$ cat config.mk
export PLATFORM = sky130hd
export DESIGN_NAME = magic_header_length_tail_deframer
export DESIGN_NICKNAME = d
export VERILOG_FILES = /design/src/rtl/mhlt_pkg.sv /design/src/rtl/magic_header_length_tail_deframer.sv /design/src/rtl/mhlt_ram.sv /design/src/rtl/mhlt_front.sv /design/src/rtl/mhlt_queue.sv /design/src/rtl/mhlt_back.sv
export SDC_FILE = /design/constraint.sdc
export NUM_CORES = 2
export LEC_CHECK = 0
export ABC_AREA = 1
export BUFFER_PORTS_ARGS = -buffer_cell sky130_fd_sc_hd__buf_4
export CORE_MARGIN = 3
export CORE_UTILIZATION = 25
export DETAILED_ROUTE_END_ITERATION = 8
export GPL_TIMING_DRIVEN = 0
export PLACE_DENSITY = 0.5
export SLEW_MARGIN = 20
export SYNTH_ARGS = -nofsm -noshare
export SYNTH_HDL_FRONTEND = slang
export SYNTH_SLANG_ARGS = --single-unit
$ cat constraint.sdc
create_clock -name clk -period 8.52 [get_ports clk]
set_clock_uncertainty 0.15 [all_clocks]
set_input_delay 0.852 -clock clk [delete_from_list [all_inputs] [get_ports clk]]
set_output_delay 0.852 -clock clk [all_outputs]
set_load 0.005 [all_outputs]
$ cat src/rtl/mhlt_pkg.sv
// Types, codes and constant tables shared by the header/length/tail deframer.
package mhlt_pkg;

  localparam int FRAME_OVERHEAD = 10;
  localparam int LEN_W = 7;

  localparam logic CMD_BYTE = 1'b0;
  localparam logic CMD_TICK = 1'b1;

  localparam logic [1:0] EV_NONE  = 2'd0;
  localparam logic [1:0] EV_DATA  = 2'd1;
  localparam logic [1:0] EV_EMPTY = 2'd2;

  localparam logic [1:0] KIND_NONE   = 2'd0;
  localparam logic [1:0] KIND_ACK    = 2'd1;
  localparam logic [1:0] KIND_REPORT = 2'd2;

  localparam logic [15:0] GAP_LIMIT_RESET = 16'd100;

  // Entry 0 is the first byte on the wire.
  localparam logic [3:0][7:0] MAGIC_ACK    = {8'hFA, 8'hFB, 8'hFC, 8'hFD};
  localparam logic [3:0][7:0] MAGIC_REPORT = {8'hF1, 8'hF2, 8'hF3, 8'hF4};
  localparam logic [3:0][7:0] TAIL_ACK     = {8'h01, 8'h02, 8'h03, 8'h04};
  localparam logic [3:0][7:0] TAIL_REPORT  = {8'hF5, 8'hF6, 8'hF7, 8'hF8};

  typedef enum logic [3:0] {
    PH_SCAN = 4'b0001,
    PH_LEN  = 4'b0010,
    PH_DATA = 4'b0100,
    PH_TAIL = 4'b1000
  } phase_t;

  typedef enum logic [2:0] {
    ST_IDLE  = 3'b001,
    ST_FETCH = 3'b010,
    ST_LOAD  = 3'b100
  } emit_state_t;

  typedef struct packed {
    logic        cmd;
    logic [7:0]  data_byte;
    logic [31:0] now_ms;
  } item_t;

  typedef struct packed {
    logic [1:0]  event_res;
    logic [1:0]  frame_kind_out;
    logic [5:0]  payload_length;
    logic [5:0]  byte_index;
    logic [7:0]  frame_byte;
    logic        last;
    logic [31:0] ok_count;
    logic [31:0] error_count;
    logic [31:0] resync_count;
    logic [31:0] timeout_count;
  } result_t;

  typedef struct packed {
    logic [31:0] ok;
    logic [31:0] error;
    logic [31:0] resync;
    logic [31:0] timeout;
  } counts_t;

  // One unit of work for the emitter: a plain status word, an empty frame
  // or a frame whose data sits in the frame store.
  typedef struct packed {
    logic [1:0]       ev;
    logic [1:0]       kind;
    logic [LEN_W-1:0] len;
    counts_t          counts;
  } job_t;

  function automatic logic [7:0] tail_byte(input logic [1:0] kind, input logic [1:0] idx);
    tail_byte = (kind == KIND_ACK) ? TAIL_ACK[idx] : TAIL_REPORT[idx];
  endfunction

endpackage

$ cat src/rtl/magic_header_length_tail_deframer.sv
// Top level of the header/length/tail deframer: front end, job queue, emitter, frame store.
//
//   channel  | signals                            | word
//   ---------+------------------------------------+-----------------------------------
//   item     | item_valid, item_ready, item       | item_t: cmd, data_byte, now_ms
//   result   | result_valid, result_ready, result | result_t: event, frame, counters
//   cfg      | cfg_valid, cfg_ready, cfg_data     | gap_limit_ms, 16 bits, always ready
//
// The front end takes one word per cycle while the queue has room and no frame read-out
// holds it off, and hands one job per word to a two-entry queue. The emitter turns a
// status job into one result word; for a data job it reads the registered store in a
// fetch state, then a load state puts out one word per byte. Data words of a new frame
// are held off while a frame is still being read out, since both use the one frame store.
// rst is synchronous and clears phase, counters, queue and emitter; gap_limit_ms
// returns to 100. Either side may stall; the queue and the output register decouple them.
module magic_header_length_tail_deframer import mhlt_pkg::*; #(
  parameter int MAX_FRAME_BYTES = 64
) (
  input  logic        clk,
  input  logic        rst,
  input  logic        item_valid,
  output logic        item_ready,
  input  item_t       item,
  output logic        result_valid,
  input  logic        result_ready,
  output result_t     result,
  input  logic        cfg_valid,
  output logic        cfg_ready,
  input  logic [15:0] cfg_data
);

  localparam int DATA_CAP = MAX_FRAME_BYTES - FRAME_OVERHEAD;
  localparam int ADDR_W = (DATA_CAP > 1) ? $clog2(DATA_CAP) : 1;

  logic [15:0]       gap_limit;
  logic              q_push_valid;
  logic              q_push_ready;
  job_t              q_push_job;
  logic              q_pop_valid;
  logic              q_pop;
  job_t              q_pop_job;
  logic              back_busy;
  logic              ram_we;
  logic [ADDR_W-1:0] ram_waddr;
  logic [7:0]        ram_wdata;
  logic [ADDR_W-1:0] ram_raddr;
  logic [7:0]        ram_rdata;

  assign cfg_ready = 1'b1;

  always_ff @(posedge clk) begin
    if (rst) begin
      gap_limit <= GAP_LIMIT_RESET;
    end else if (cfg_valid && cfg_ready) begin
      gap_limit <= cfg_data;
    end
  end

  mhlt_front #(
    .DATA_CAP (DATA_CAP),
    .ADDR_W   (ADDR_W)
  ) u_front (
    .clk        (clk),
    .rst        (rst),
    .item_valid (item_valid),
    .item_ready (item_ready),
    .item       (item),
    .gap_limit  (gap_limit),
    .emit_busy  (back_busy || q_pop_valid),
    .job_valid  (q_push_valid),
    .job_ready  (q_push_ready),
    .job        (q_push_job),
    .ram_we     (ram_we),
    .ram_waddr  (ram_waddr),
    .ram_wdata  (ram_wdata)
  );

  mhlt_queue u_queue (
    .clk        (clk),
    .rst        (rst),
    .push_valid (q_push_valid),
    .push_ready (q_push_ready),
    .push_job   (q_push_job),
    .pop_valid  (q_pop_valid),
    .pop_ready  (q_pop),
    .pop_job    (q_pop_job)
  );

  mhlt_ram #(
    .WIDTH (8),
    .DEPTH (DATA_CAP),
    .AW    (ADDR_W)
  ) u_store (
    .clk   (clk),
    .we    (ram_we),
    .waddr (ram_waddr),
    .wdata (ram_wdata),
    .raddr (ram_raddr),
    .rdata (ram_rdata)
  );

  mhlt_back #(
    .ADDR_W (ADDR_W)
  ) u_back (
    .clk          (clk),
    .rst          (rst),
    .job_valid    (q_pop_valid),
    .job_pop      (q_pop),
    .job          (q_pop_job),
    .ram_raddr    (ram_raddr),
    .ram_rdata    (ram_rdata),
    .busy         (back_busy),
    .result_valid (result_valid),
    .result_ready (result_ready),
    .result       (result)
  );

  a_no_queue_overflow: assert property (@(posedge clk) disable iff (rst)
    q_push_valid |-> q_push_ready)
    else $error("job pushed into a full queue");

  a_store_write_idle: assert property (@(posedge clk) disable iff (rst)
    ram_we |-> !back_busy && !q_pop_valid)
    else $error("frame store written while a frame is being read out");

  a_status_is_last: assert property (@(posedge clk) disable iff (rst)
    result_valid && (result.event_res != EV_DATA) |-> result.last)
    else $error("status word without last");

  a_pop_starts_emit: assert property (@(posedge clk) disable iff (rst)
    q_pop && (q_pop_job.ev == EV_DATA) |=> back_busy)
    else $error("data job popped without starting the emitter");

endmodule

$ cat src/rtl/mhlt_ram.sv
// Generic single-write, single-read RAM with registered read data.
module mhlt_ram #(
  parameter int WIDTH = 8,
  parameter int DEPTH = 54,
  parameter int AW = (DEPTH > 1) ? $clog2(DEPTH) : 1
) (
  input  logic             clk,
  input  logic             we,
  input  logic [AW-1:0]    waddr,
  input  logic [WIDTH-1:0] wdata,
  input  logic [AW-1:0]    raddr,
  output logic [WIDTH-1:0] rdata
);

  logic [WIDTH-1:0] mem [DEPTH];

  always_ff @(posedge clk) begin
    if (we) begin
      mem[waddr] <= wdata;
    end
    rdata <= mem[raddr];
  end

endmodule

$ cat src/rtl/mhlt_front.sv
// Front end: takes words, hunts the header, checks length and tail, keeps the counters.
module mhlt_front import mhlt_pkg::*; #(
  parameter int DATA_CAP = 54,
  parameter int ADDR_W = 6
) (
  input  logic              clk,
  input  logic              rst,
  input  logic              item_valid,
  output logic              item_ready,
  input  item_t             item,
  input  logic [15:0]       gap_limit,
  input  logic              emit_busy,
  output logic              job_valid,
  input  logic              job_ready,
  output job_t              job,
  output logic              ram_we,
  output logic [ADDR_W-1:0] ram_waddr,
  output logic [7:0]        ram_wdata
);

  phase_t      phase, phase_next;
  logic [1:0]  kind, kind_next;
  logic [5:0]  position, position_next;
  logic [15:0] length_word, length_word_next;
  logic [7:0]  window [3];
  logic [7:0]  window_next [3];
  logic [31:0] last_time, last_time_next;
  logic        tail_ok, tail_ok_next;
  counts_t     counts, counts_next;

  logic        accept;
  logic [31:0] gap;
  logic [15:0] len_full;
  logic [6:0]  pos_inc;
  logic        tail_match;
  logic        tail_all;
  logic [7:0]  b;

  // Hold off data words while the store is still being read out.
  assign item_ready = job_ready && !((phase == PH_DATA) && emit_busy);
  assign accept     = item_valid && item_ready;
  assign job_valid  = accept;

  assign b          = item.data_byte;
  assign gap        = item.now_ms - last_time;
  assign len_full   = {b, length_word[7:0]};
  assign pos_inc    = {1'b0, position} + 7'd1;
  assign tail_match = (b == tail_byte(kind, position[1:0]));
  assign tail_all   = tail_ok && tail_match;

  assign ram_waddr = position[ADDR_W-1:0];
  assign ram_wdata = b;

  always_comb begin
    phase_next       = phase;
    kind_next        = kind;
    position_next    = position;
    length_word_next = length_word;
    window_next      = window;
    last_time_next   = last_time;
    tail_ok_next     = tail_ok;
    counts_next      = counts;
    ram_we           = 1'b0;
    job.ev           = EV_NONE;
    job.kind         = KIND_NONE;
    job.len          = '0;

    if (item.cmd == CMD_TICK) begin
      if ((phase != PH_SCAN) && (gap > {16'd0, gap_limit})) begin
        counts_next.timeout = counts.timeout + 32'd1;
        phase_next       = PH_SCAN;
        kind_next        = KIND_NONE;
        position_next    = '0;
        length_word_next = '0;
      end
    end else begin
      last_time_next = item.now_ms;
      case (phase)
        PH_SCAN: begin
          if (position < 6'd3) begin
            window_next[position[1:0]] = b;
            position_next = position + 6'd1;
          end else if (window[0] == MAGIC_ACK[0] && window[1] == MAGIC_ACK[1] &&
                       window[2] == MAGIC_ACK[2] && b == MAGIC_ACK[3]) begin
            kind_next     = KIND_ACK;
            phase_next    = PH_LEN;
            position_next = '0;
          end else if (window[0] == MAGIC_REPORT[0] && window[1] == MAGIC_REPORT[1] &&
                       window[2] == MAGIC_REPORT[2] && b == MAGIC_REPORT[3]) begin
            kind_next     = KIND_REPORT;
            phase_next    = PH_LEN;
            position_next = '0;
          end else begin
            // Slip the window by one word.
            window_next[0] = window[1];
            window_next[1] = window[2];
            window_next[2] = b;
            counts_next.resync = counts.resync + 32'd1;
          end
        end
        PH_LEN: begin
          if (position == 6'd0) begin
            length_word_next = {8'd0, b};
            position_next    = 6'd1;
          end else if (len_full > 16'(DATA_CAP)) begin
            counts_next.error = counts.error + 32'd1;
            phase_next       = PH_SCAN;
            kind_next        = KIND_NONE;
            position_next    = '0;
            length_word_next = '0;
          end else begin
            length_word_next = len_full;
            position_next    = '0;
            tail_ok_next     = 1'b1;
            phase_next       = (len_full == 16'd0) ? PH_TAIL : PH_DATA;
          end
        end
        PH_DATA: begin
          ram_we        = accept;
          position_next = pos_inc[5:0];
          if ({9'd0, pos_inc} >= length_word) begin
            phase_next    = PH_TAIL;
            position_next = '0;
            tail_ok_next  = 1'b1;
          end
        end
        PH_TAIL: begin
          tail_ok_next  = tail_all;
          position_next = position + 6'd1;
          if (position == 6'd3) begin
            if (tail_all) begin
              counts_next.ok = counts.ok + 32'd1;
              job.ev   = (length_word == 16'd0) ? EV_EMPTY : EV_DATA;
              job.kind = kind;
              job.len  = length_word[LEN_W-1:0];
            end else begin
              counts_next.error = counts.error + 32'd1;
            end
            phase_next       = PH_SCAN;
            kind_next        = KIND_NONE;
            position_next    = '0;
            length_word_next = '0;
          end
        end
        default: begin
          phase_next    = PH_SCAN;
          position_next = '0;
        end
      endcase
    end
    job.counts = counts_next;
  end

  always_ff @(posedge clk) begin
    if (rst) begin
      phase       <= PH_SCAN;
      kind        <= KIND_NONE;
      position    <= '0;
      length_word <= '0;
      last_time   <= '0;
      tail_ok     <= 1'b1;
      counts      <= '0;
    end else if (accept) begin
      phase       <= phase_next;
      kind        <= kind_next;
      position    <= position_next;
      length_word <= length_word_next;
      last_time   <= last_time_next;
      tail_ok     <= tail_ok_next;
      counts      <= counts_next;
    end
  end

  always_ff @(posedge clk) begin
    if (accept) begin
      window <= window_next;
    end
  end

endmodule

$ cat src/rtl/mhlt_queue.sv
// Two-entry job queue between the front end and the emitter.
module mhlt_queue import mhlt_pkg::*; (
  input  logic clk,
  input  logic rst,
  input  logic push_valid,
  output logic push_ready,
  input  job_t push_job,
  output logic pop_valid,
  input  logic pop_ready,
  output job_t pop_job
);

  job_t       entries [2];
  logic       wptr;
  logic       rptr;
  logic [1:0] count;
  logic       push;
  logic       pop;

  assign push_ready = (count != 2'd2);
  assign pop_valid  = (count != 2'd0);
  assign push       = push_valid && push_ready;
  assign pop        = pop_valid && pop_ready;
  assign pop_job    = entries[rptr];

  always_ff @(posedge clk) begin
    if (rst) begin
      wptr  <= 1'b0;
      rptr  <= 1'b0;
      count <= 2'd0;
    end else begin
      if (push) begin
        wptr <= ~wptr;
      end
      if (pop) begin
        rptr <= ~rptr;
      end
      case ({push, pop})
        2'b10:   count <= count + 2'd1;
        2'b01:   count <= count - 2'd1;
        default: count <= count;
      endcase
    end
  end

  always_ff @(posedge clk) begin
    if (push) begin
      entries[wptr] <= push_job;
    end
  end

endmodule

$ cat src/rtl/mhlt_back.sv
// Emitter: turns jobs into result words, walking the frame store for data frames.
module mhlt_back import mhlt_pkg::*; #(
  parameter int ADDR_W = 6
) (
  input  logic              clk,
  input  logic              rst,
  input  logic              job_valid,
  output logic              job_pop,
  input  job_t              job,
  output logic [ADDR_W-1:0] ram_raddr,
  input  logic [7:0]        ram_rdata,
  output logic              busy,
  output logic              result_valid,
  input  logic              result_ready,
  output result_t           result
);

  emit_state_t      state;
  job_t             cur;
  logic [LEN_W-1:0] idx;
  logic [LEN_W-1:0] idx_inc;
  logic             is_last;
  logic             out_free;
  logic             load_byte;
  result_t          res_status;
  result_t          res_byte;

  assign out_free  = !result_valid || result_ready;
  assign job_pop   = (state == ST_IDLE) && job_valid && ((job.ev == EV_DATA) || out_free);
  assign idx_inc   = idx + LEN_W'(1);
  assign is_last   = (idx_inc == cur.len);
  assign load_byte = (state == ST_LOAD) && out_free;
  assign busy      = (state != ST_IDLE);

  // Advance the read address as soon as the current word is taken.
  assign ram_raddr = (load_byte && !is_last) ? idx_inc[ADDR_W-1:0] : idx[ADDR_W-1:0];

  always_comb begin
    res_status                = '0;
    res_status.event_res      = job.ev;
    res_status.frame_kind_out = (job.ev == EV_EMPTY) ? job.kind : KIND_NONE;
    res_status.last           = 1'b1;
    res_status.ok_count       = job.counts.ok;
    res_status.error_count    = job.counts.error;
    res_status.resync_count   = job.counts.resync;
    res_status.timeout_count  = job.counts.timeout;

    res_byte.event_res      = EV_DATA;
    res_byte.frame_kind_out = cur.kind;
    res_byte.payload_length = cur.len[5:0];
    res_byte.byte_index     = idx[5:0];
    res_byte.frame_byte     = ram_rdata;
    res_byte.last           = is_last;
    res_byte.ok_count       = cur.counts.ok;
    res_byte.error_count    = cur.counts.error;
    res_byte.resync_count   = cur.counts.resync;
    res_byte.timeout_count  = cur.counts.timeout;
  end

  always_ff @(posedge clk) begin
    if (rst) begin
      state        <= ST_IDLE;
      result_valid <= 1'b0;
    end else begin
      if (result_valid && result_ready) begin
        result_valid <= 1'b0;
      end
      case (state)
        ST_IDLE: begin
          if (job_pop) begin
            if (job.ev == EV_DATA) begin
              state <= ST_FETCH;
            end else begin
              result_valid <= 1'b1;
            end
          end
        end
        ST_FETCH: begin
          state <= ST_LOAD;
        end
        ST_LOAD: begin
          if (out_free) begin
            result_valid <= 1'b1;
            if (is_last) begin
              state <= ST_IDLE;
            end
          end
        end
        default: begin
          state <= ST_IDLE;
        end
      endcase
    end
  end

  always_ff @(posedge clk) begin
    if (job_pop) begin
      cur <= job;
      idx <= '0;
      if (job.ev != EV_DATA) begin
        result <= res_status;
      end
    end else if (load_byte) begin
      result <= res_byte;
      idx    <= idx_inc;
    end
  end

endmodule

Yosys cells after proc, flatten, opt, wreduce, memory -nomap -nowiden
Memory sizes are Yosys's and may differ from the RTL's. A register that Yosys moved wholly into a read port is not among the register bits.
Index checks and enable logic that the tools add are counted.
- memories kept: 2
- bits in read-only memories: 0
- output and inout port bits: 156
- RAM bits: 710
- bits in registers: 534
- bits in latches: 0
- magnitude comparators: 7
- reduce and logical (&&, ||, !) cells: 44
- div/mod/pow operators: 0
- shifts and indexed selects: 0
- equal/unequal tests: 46
- add/sub/neg operators: 10
- $mul: 0
- mux-type cells: 93
- bitwise operators: 4
- memories (memory ; words ; bits a word ; rd ports ; clocked after Yosys merged registers in ; wr ports ; RTL line ; RTL):
    u_store.mem ; 54 ; 8 ; 1 ; 1 ; 1 ; mhlt_ram.sv:15 ; logic [WIDTH-1:0] mem [DEPTH];
    u_queue.entries ; 2 ; 139 ; 1 ; 1 ; 1 ; mhlt_queue.sv:13 ; job_t entries [2];
- operators by type and width (cell ; number):
    two-way mux 153 bit ; 3
    two-way mux 32 bit ; 11
    adder 32 x 1 -> 32 bit (second input constant) ; 4
    two-way mux 96 bit ; 1
    two-way mux 16 bit ; 5
    two-way mux 24 bit ; 3
    equality test 8 bit (second input constant) ; 8
    two-way mux 64 bit ; 1
    one-hot mux 32 bit (2 select lines) ; 1
    two-way mux 6 bit ; 8
    two-way mux 11 bit ; 4
    two-way mux 4 bit ; 10
    binary-select mux 8 bit (select 2 bit) ; 2
    greater-than comparator 32 x 16 -> 1 bit ; 1
    zero test 16 bit ; 2
    two-way mux 8 bit ; 4
    one-hot mux 16 bit (2 select lines) ; 1
    subtractor 32 bit ; 1
    bitwise mux 24 bit ; 1
    one-hot mux 6 bit (4 select lines) ; 1
    two-way mux 2 bit ; 10
    logical AND 1 bit ; 19
    demux 8 bit (select 2 bit) ; 1
    greater-or-equal comparator 7 x 16 -> 1 bit ; 1
    other kinds (53) ; 101

Depth between registers and ports, before layout
- depth in word-level cells: 10
- depth in mapped cells: 31
- gate-level depth less buffers: 30

Modules after synthesis
A second synthesis with hierarchy kept.
- cells, all modules: 5650
- area, all modules: 56619.3 um^2
- by module, submodules not included (module ; cells each ; times used ; area an instance (um^2) ; seq. area each (um^2)):
    mhlt_ram ; 1524 ; 1 ; 17864.6 ; 13132.6
    mhlt_front ; 2676 ; 1 ; 16445.8 ; 4504.3
    mhlt_back ; 881 ; 1 ; 11335.9 ; 8928.6
    mhlt_queue ; 470 ; 1 ; 10303.6 ; 8448.1
    magic_header_length_tail_deframer ; 99 ; 1 ; 669.4 ; 320.3

Worst setup path after synthesis
Ideal clock, no wire load.
- path kind: register to register
- start: register u_back.state[1]
- end: memory u_queue.entries[0][0] in the netlist's numbering (enable)
- data arrival time: 7.276 ns
- stages on the path, launching flop included: 11
- path buffers: 3
- path slack: 0.454 ns
- library setup time: 0.640 ns
- cells stage by stage: dfxtp_1 nor3_1 inv_1 o21ai_0 o21ai_0 inv_1 nand2_1 buf_2 clkbuf_1 clkbuf_1 nor2_1
- cells in the longest elaborated chain, start to end: 9
- RTL lines (what ; RTL line ; RTL):
    from (decl) ; mhlt_back.sv:18 ; emit_state_t state;
    from (signal assigned) ; mhlt_back.sv:62 ; state <= ST_IDLE;
    from (signal assigned) ; mhlt_back.sv:72 ; state <= ST_FETCH;
    from (signal assigned) ; mhlt_back.sv:79 ; state <= ST_LOAD;
    != test 3 x 1 -> 1 bit ; mhlt_back.sv:33 ; assign busy = (state != ST_IDLE);
    logical OR 1 bit ; magic_header_length_tail_deframer.sv:69 ; .emit_busy (back_busy || q_pop_valid),
    logical AND 1 bit ; mhlt_front.sv:40 ; assign item_ready = job_ready && !((phase == PH_DATA) && emit_busy);
    zero test 1 bit ; mhlt_front.sv:40 ;
    logical AND 1 bit ; mhlt_front.sv:40 ;
    net item_ready ; magic_header_length_tail_deframer.sv:22 ; output logic item_ready,
    logical AND 1 bit ; mhlt_front.sv:41 ; assign accept = item_valid && item_ready;
    logical AND 1 bit ; mhlt_queue.sv:22 ; assign push = push_valid && push_ready;
    two-way mux 1 bit ; mhlt_queue.sv:47 ; if (push) begin
    two-way mux 1 bit (not written as such) ; mhlt_queue.sv:48 ; entries[wptr] <= push_job;
    to (decl) ; mhlt_queue.sv:13 ;
The timed path passes the listed nets, and every way through them passes these cells.

Worst setup path after layout
- start: register u_front.phase[0]
- end: memory u_queue.entries[1][72] in the netlist's numbering (enable)
- cells in the longest elaborated chain, start to end: 8
- RTL lines (what ; RTL line ; RTL):
    from (decl) ; mhlt_front.sv:21 ; phase_t phase, phase_next;
    from (signal assigned) ; mhlt_front.sv:164 ; phase <= phase_next;
    equality test 4 x 3 -> 1 bit ; mhlt_front.sv:40 ;
    logical AND 1 bit ; mhlt_front.sv:40 ;
    zero test 1 bit ; mhlt_front.sv:40 ;
    logical AND 1 bit ; mhlt_front.sv:40 ;
    logical AND 1 bit ; mhlt_front.sv:41 ;
    logical AND 1 bit ; mhlt_queue.sv:22 ;
    two-way mux 1 bit ; mhlt_queue.sv:47 ;
    two-way mux 1 bit (not written as such) ; mhlt_queue.sv:48 ;
No other way between the ends.

==> results_dict.tcl <==
set metrics [dict create \
    ys_ff_latch 1253 \
    fin_area_sq_um 67300 \
    async_flop_share 0 \
    switchingPower_uw 7230 \
    tightest_slew_ns 1.20 \
    top_level_ports 218 \
    worstSetupStartpointType "flop" \
    core_area_sq_um 225000 \
    final_antenna_net_count 0 \
    initial_core_util 0.252 \
    hold_viol_final 0 \
    wl_met3_microns 12500 \
    nFillCells 23553 \
    routed_wirelength_microns 188000 \
    dieArea_sq_um 233000 \
    hold_depth 3 \
    slew_headroom 0.203 \
    cts_setup_buffers 0 \
    cts_sinks 1253 \
    peakVddDrop_mv 0.219 \
    p_leak_uw 0.0271 \
    synth.avg_cell_area_sq_um 9.57 \
    cts-resized-gates 0 \
    syn_area_sq_um 56700 \
    portBuffers 215 \
    yosys.area_share.simple 0.198 \
    dpl_cell_area_sq_um 62500 \
    syn2layout_area_growth_pct 18.6 \
    rsz0062_at_grt "false" \
    min_from "cfg_data[6]" \
    ys_seq_area_frac 0.623 \
    grt_max_degree 83 \
    drive_gt1_frac 0.0900 \
    clkPwrFrac 0.300 \
    min_to "gap_limit[6]" \
    min_path_type "in -> reg" \
    r2r-start "u_front.phase[0]" \
    outcome "complete, no violations" \
    die_h_microns 482 \
    post-place-ws_ns 2.62 \
    cp.required_ns 8.96 \
    cp_max_fo 23 \
    dr_total_vias 43367 \
    switching_share 0.345 \
    finalCritPeriodShare 0.614 \
    fin_crit_ns 5.23 \
    muxShareOfSynthArea 0.000176 \
    grtUsageTotal 0.158 \
    reg2reg_to "u_queue.entries[1][72]" \
    grt-ovfl-total 0 \
    cellPowerDensity_nw_per_um2 311 \
    synth-compound-area-share 0.0736 \
    arrival_ns 5.67 \
    hold_buffers 0 \
    finalMaxSlewViolations 0 \
    clkTransAtPathRegs_ns 0.06 \
    clk_path_buf_depth 3 \
    cts-root-buf "clkbuf_16" \
    yosysWarnings 0 \
    end_kind "flop" \
    p_total_uw 20900 \
    std_cell_rows 174 \
    fmax_mhz 191 \
    setup_viol 0 \
    avgRoutedWirePerCell_microns 19.9 \
    ys.flop_type "edfxtp_1" \
    highest_layer "met5" \
    synth_cell_types 54 \
    tritoncts "built" \
    yosys.area_share.adder 0.0147 \
    reg2regPathDepth 14 \
    clk-insertion-delay-late_ns 0.82 \
    grt_pass1_wl_microns 274000 \
    drc 0 \
    grt_pass1_vias 41639 \
    dp_hpwl_microns 132000 \
    synth-edff-count 1024 \
    wl_met1_microns 85200 \
    synth_top_family_by_area "simple AND/OR/NAND/NOR gates" \
    power_frac_comb 0.268 \
    cts_buffers 146 \
    finalWorstSetupSlack_ns 3.29 \
    multi_input_area_sq_um 17100 \
    antenna_found_initial 16 \
    nNetsFinal 6440 \
    ff_latch_area_sq_um 35300 \
    gp_congestion 0.894 \
    critPathKind "reg -> reg" \
    netlist_instances 5933 \
    dr.pass1.iters 6 \
    internal_power_uw 13700 \
    seqPwrFrac 0.431 \
    htreeDepth 4 \
    synth_nets 6061 \
    viasPerCell 4.60 \
    routed-wl-met2_microns 83600 \
    yosys.area_share.xor_xnor 0.0140 \
    r2r_setup_slack_ns 3.29 \
    drtIter0Drc 4182 \
    max_cap_viol_count 0 \
    die_w_microns 482 \
]
[power groups by stage]
| stage | Clock (uW) | Sequential [uW] | Combinational, uW |
|---|---|---|---|
| 2_1_floorplan | 0 | 9150 | 2970 |
| 6_report | 6290 | 9030 | 5620 |
| 4_1_cts | 6460 | 9050 | 5730 |
| 5_1_grt | 6700 | 9160 | 6270 |
| 3_3_place_gp | 0 | 9420 | 5530 |
| 3_5_place_dp | 0 | 9170 | 5700 |
[cell usage after synthesis (6+ instances only)]
master,n,area [sq um]
nand3_1,512,2560
inv_1,845,3170
a22oi_1,6,45.0
inv_2,6,22.5
buf_4,28,210
nor2_2,6,37.5
nand3b_1,8,60.1
clkbuf_1,139,522
o21bai_1,20,150
xor2_1,83,727
nor2_1,480,1800
nand4_1,64,400
edfxtp_1,1024,30700
o22ai_1,10,62.6
buf_2,47,235
ha_1,65,813
buf_1,19,71.3
o21ai_1,28,140
nor3b_1,7,52.6
xnor2_1,8,70.1
a31oi_1,135,845
nand2_2,11,68.8
o21ai_0,248,1240
nand2_1,1466,5500
dfxtp_1,229,4580
o211ai_1,37,278
nor4_1,28,175
nor3_1,78,390
buf_6,11,124
a21oi_1,236,1180
[worst max-delay path, stage by stage, from the launching register on]
cell	delay, ns
dfxtp_1	0.35
nor2_1	0.11
inv_1	0.07
nor3_1	0.76
o21ai_0	0.20
o21ai_0	0.16
inv_1	0.19
nand2_1	0.15
buf_2	0.37
clkbuf_1	0.59
clkbuf_1	0.85
nor2_4	0.35
buf_12	0.28
buf_12	0.17
buf_12	0.17
[worst max-delay path by stage]
stage | from | end | slack [ns]
floorplan | u_back.state[1] | u_queue.entries[0][0] | 0.45
global placement | u_back.state[0] | u_queue.entries[1][69] | -5.45
detailed placement | item[0] | u_front.length_word[6] | 2.62
CTS | u_front.last_time[0] | u_front.length_word[6] | 3.31
global route | u_front.last_time[0] | u_front.length_word[6] | 2.99
finish | u_front.phase[0] | u_queue.entries[1][72] | 3.29
[layout make-up]
cell class / count / share of cell area
Multi-Input combinational cell: 3585 / 0.254
Antenna cell: 4 / 0.000149
Inverter: 851 / 0.0476
Timing Repair Buffer: 231 / 0.0291
Clock buffer: 193 / 0.0581
Tap cell: 2992 / 0.0556
Clock inverter: 75 / 0.0134
Buffer: 244 / 0.0174
Sequential cell: 1253 / 0.525
[placed cells by master (no fill, tap or decap), drive strengths merged, types with 9 or more instances in the layout]
cell / netlist / routed
nor2: 487 / 487
nor3: 82 / 82
inv: 851 / 858
bufinv: 0 / 9
xor2: 83 / 83
o22ai: 10 / 10
nand3: 516 / 516
nand2: 1479 / 1479
nor4: 30 / 30
o21bai: 20 / 20
o211ai: 37 / 37
buf: 105 / 336
dfxtp: 229 / 229
ha: 65 / 65
a31oi: 135 / 135
clkinv: 0 / 57
nand4: 65 / 65
clkbuf: 139 / 332
a21oi: 236 / 236
edfxtp: 1024 / 1024
o21ai: 279 / 279
[cells by family after synthesis]
logic type | after synthesis
simple gates | 2678
flops | 1253
buf+inv | 1095
compound gates | 748
xor+xnor | 91
fa+ha+maj | 66
other cells | 1
mux | 1
[metal layers]
layer,vias to the layer above,track usage
li1,20603,-
met1,20928,0.220
met2,1547,0.244
met3,279,0.0276
met4,10,0.0567
met5,-,0
[per-stage QoR]
step	setup TNS [ns]	cells	utilization	hold slack [ns]
after floorplan	0	5933	-	0.274
after global placement	-1670.76	9140	0.276	0.283
after detailed placement	0	9156	0.277	0.290
after CTS	0	9424	0.299	0.0714
after global routing	0	9425	0.299	0.0934
final	0	9428	0.299	0.131
[flip-flops by register name (all words and copies together), names as in the netlist, named ones only]
signal and count:
u_queue.rptr 1, u_front.kind 2, u_front.window 24, u_store.rdata 8, u_back.cur 137, u_front.phase 4
u_front.last_time 32, u_back.idx 7, u_queue.wptr 1, u_store.mem 432, u_back.result 153, gap_limit 16
u_front.ram_waddr 6, u_back.result_valid 1, u_back.state 3, u_queue.entries 278, u_queue.count 2, u_front.counts 128
u_front.length_word 16, u_front.tail_ok 1
Note: power is estimated with default switching activity, not from simulation.
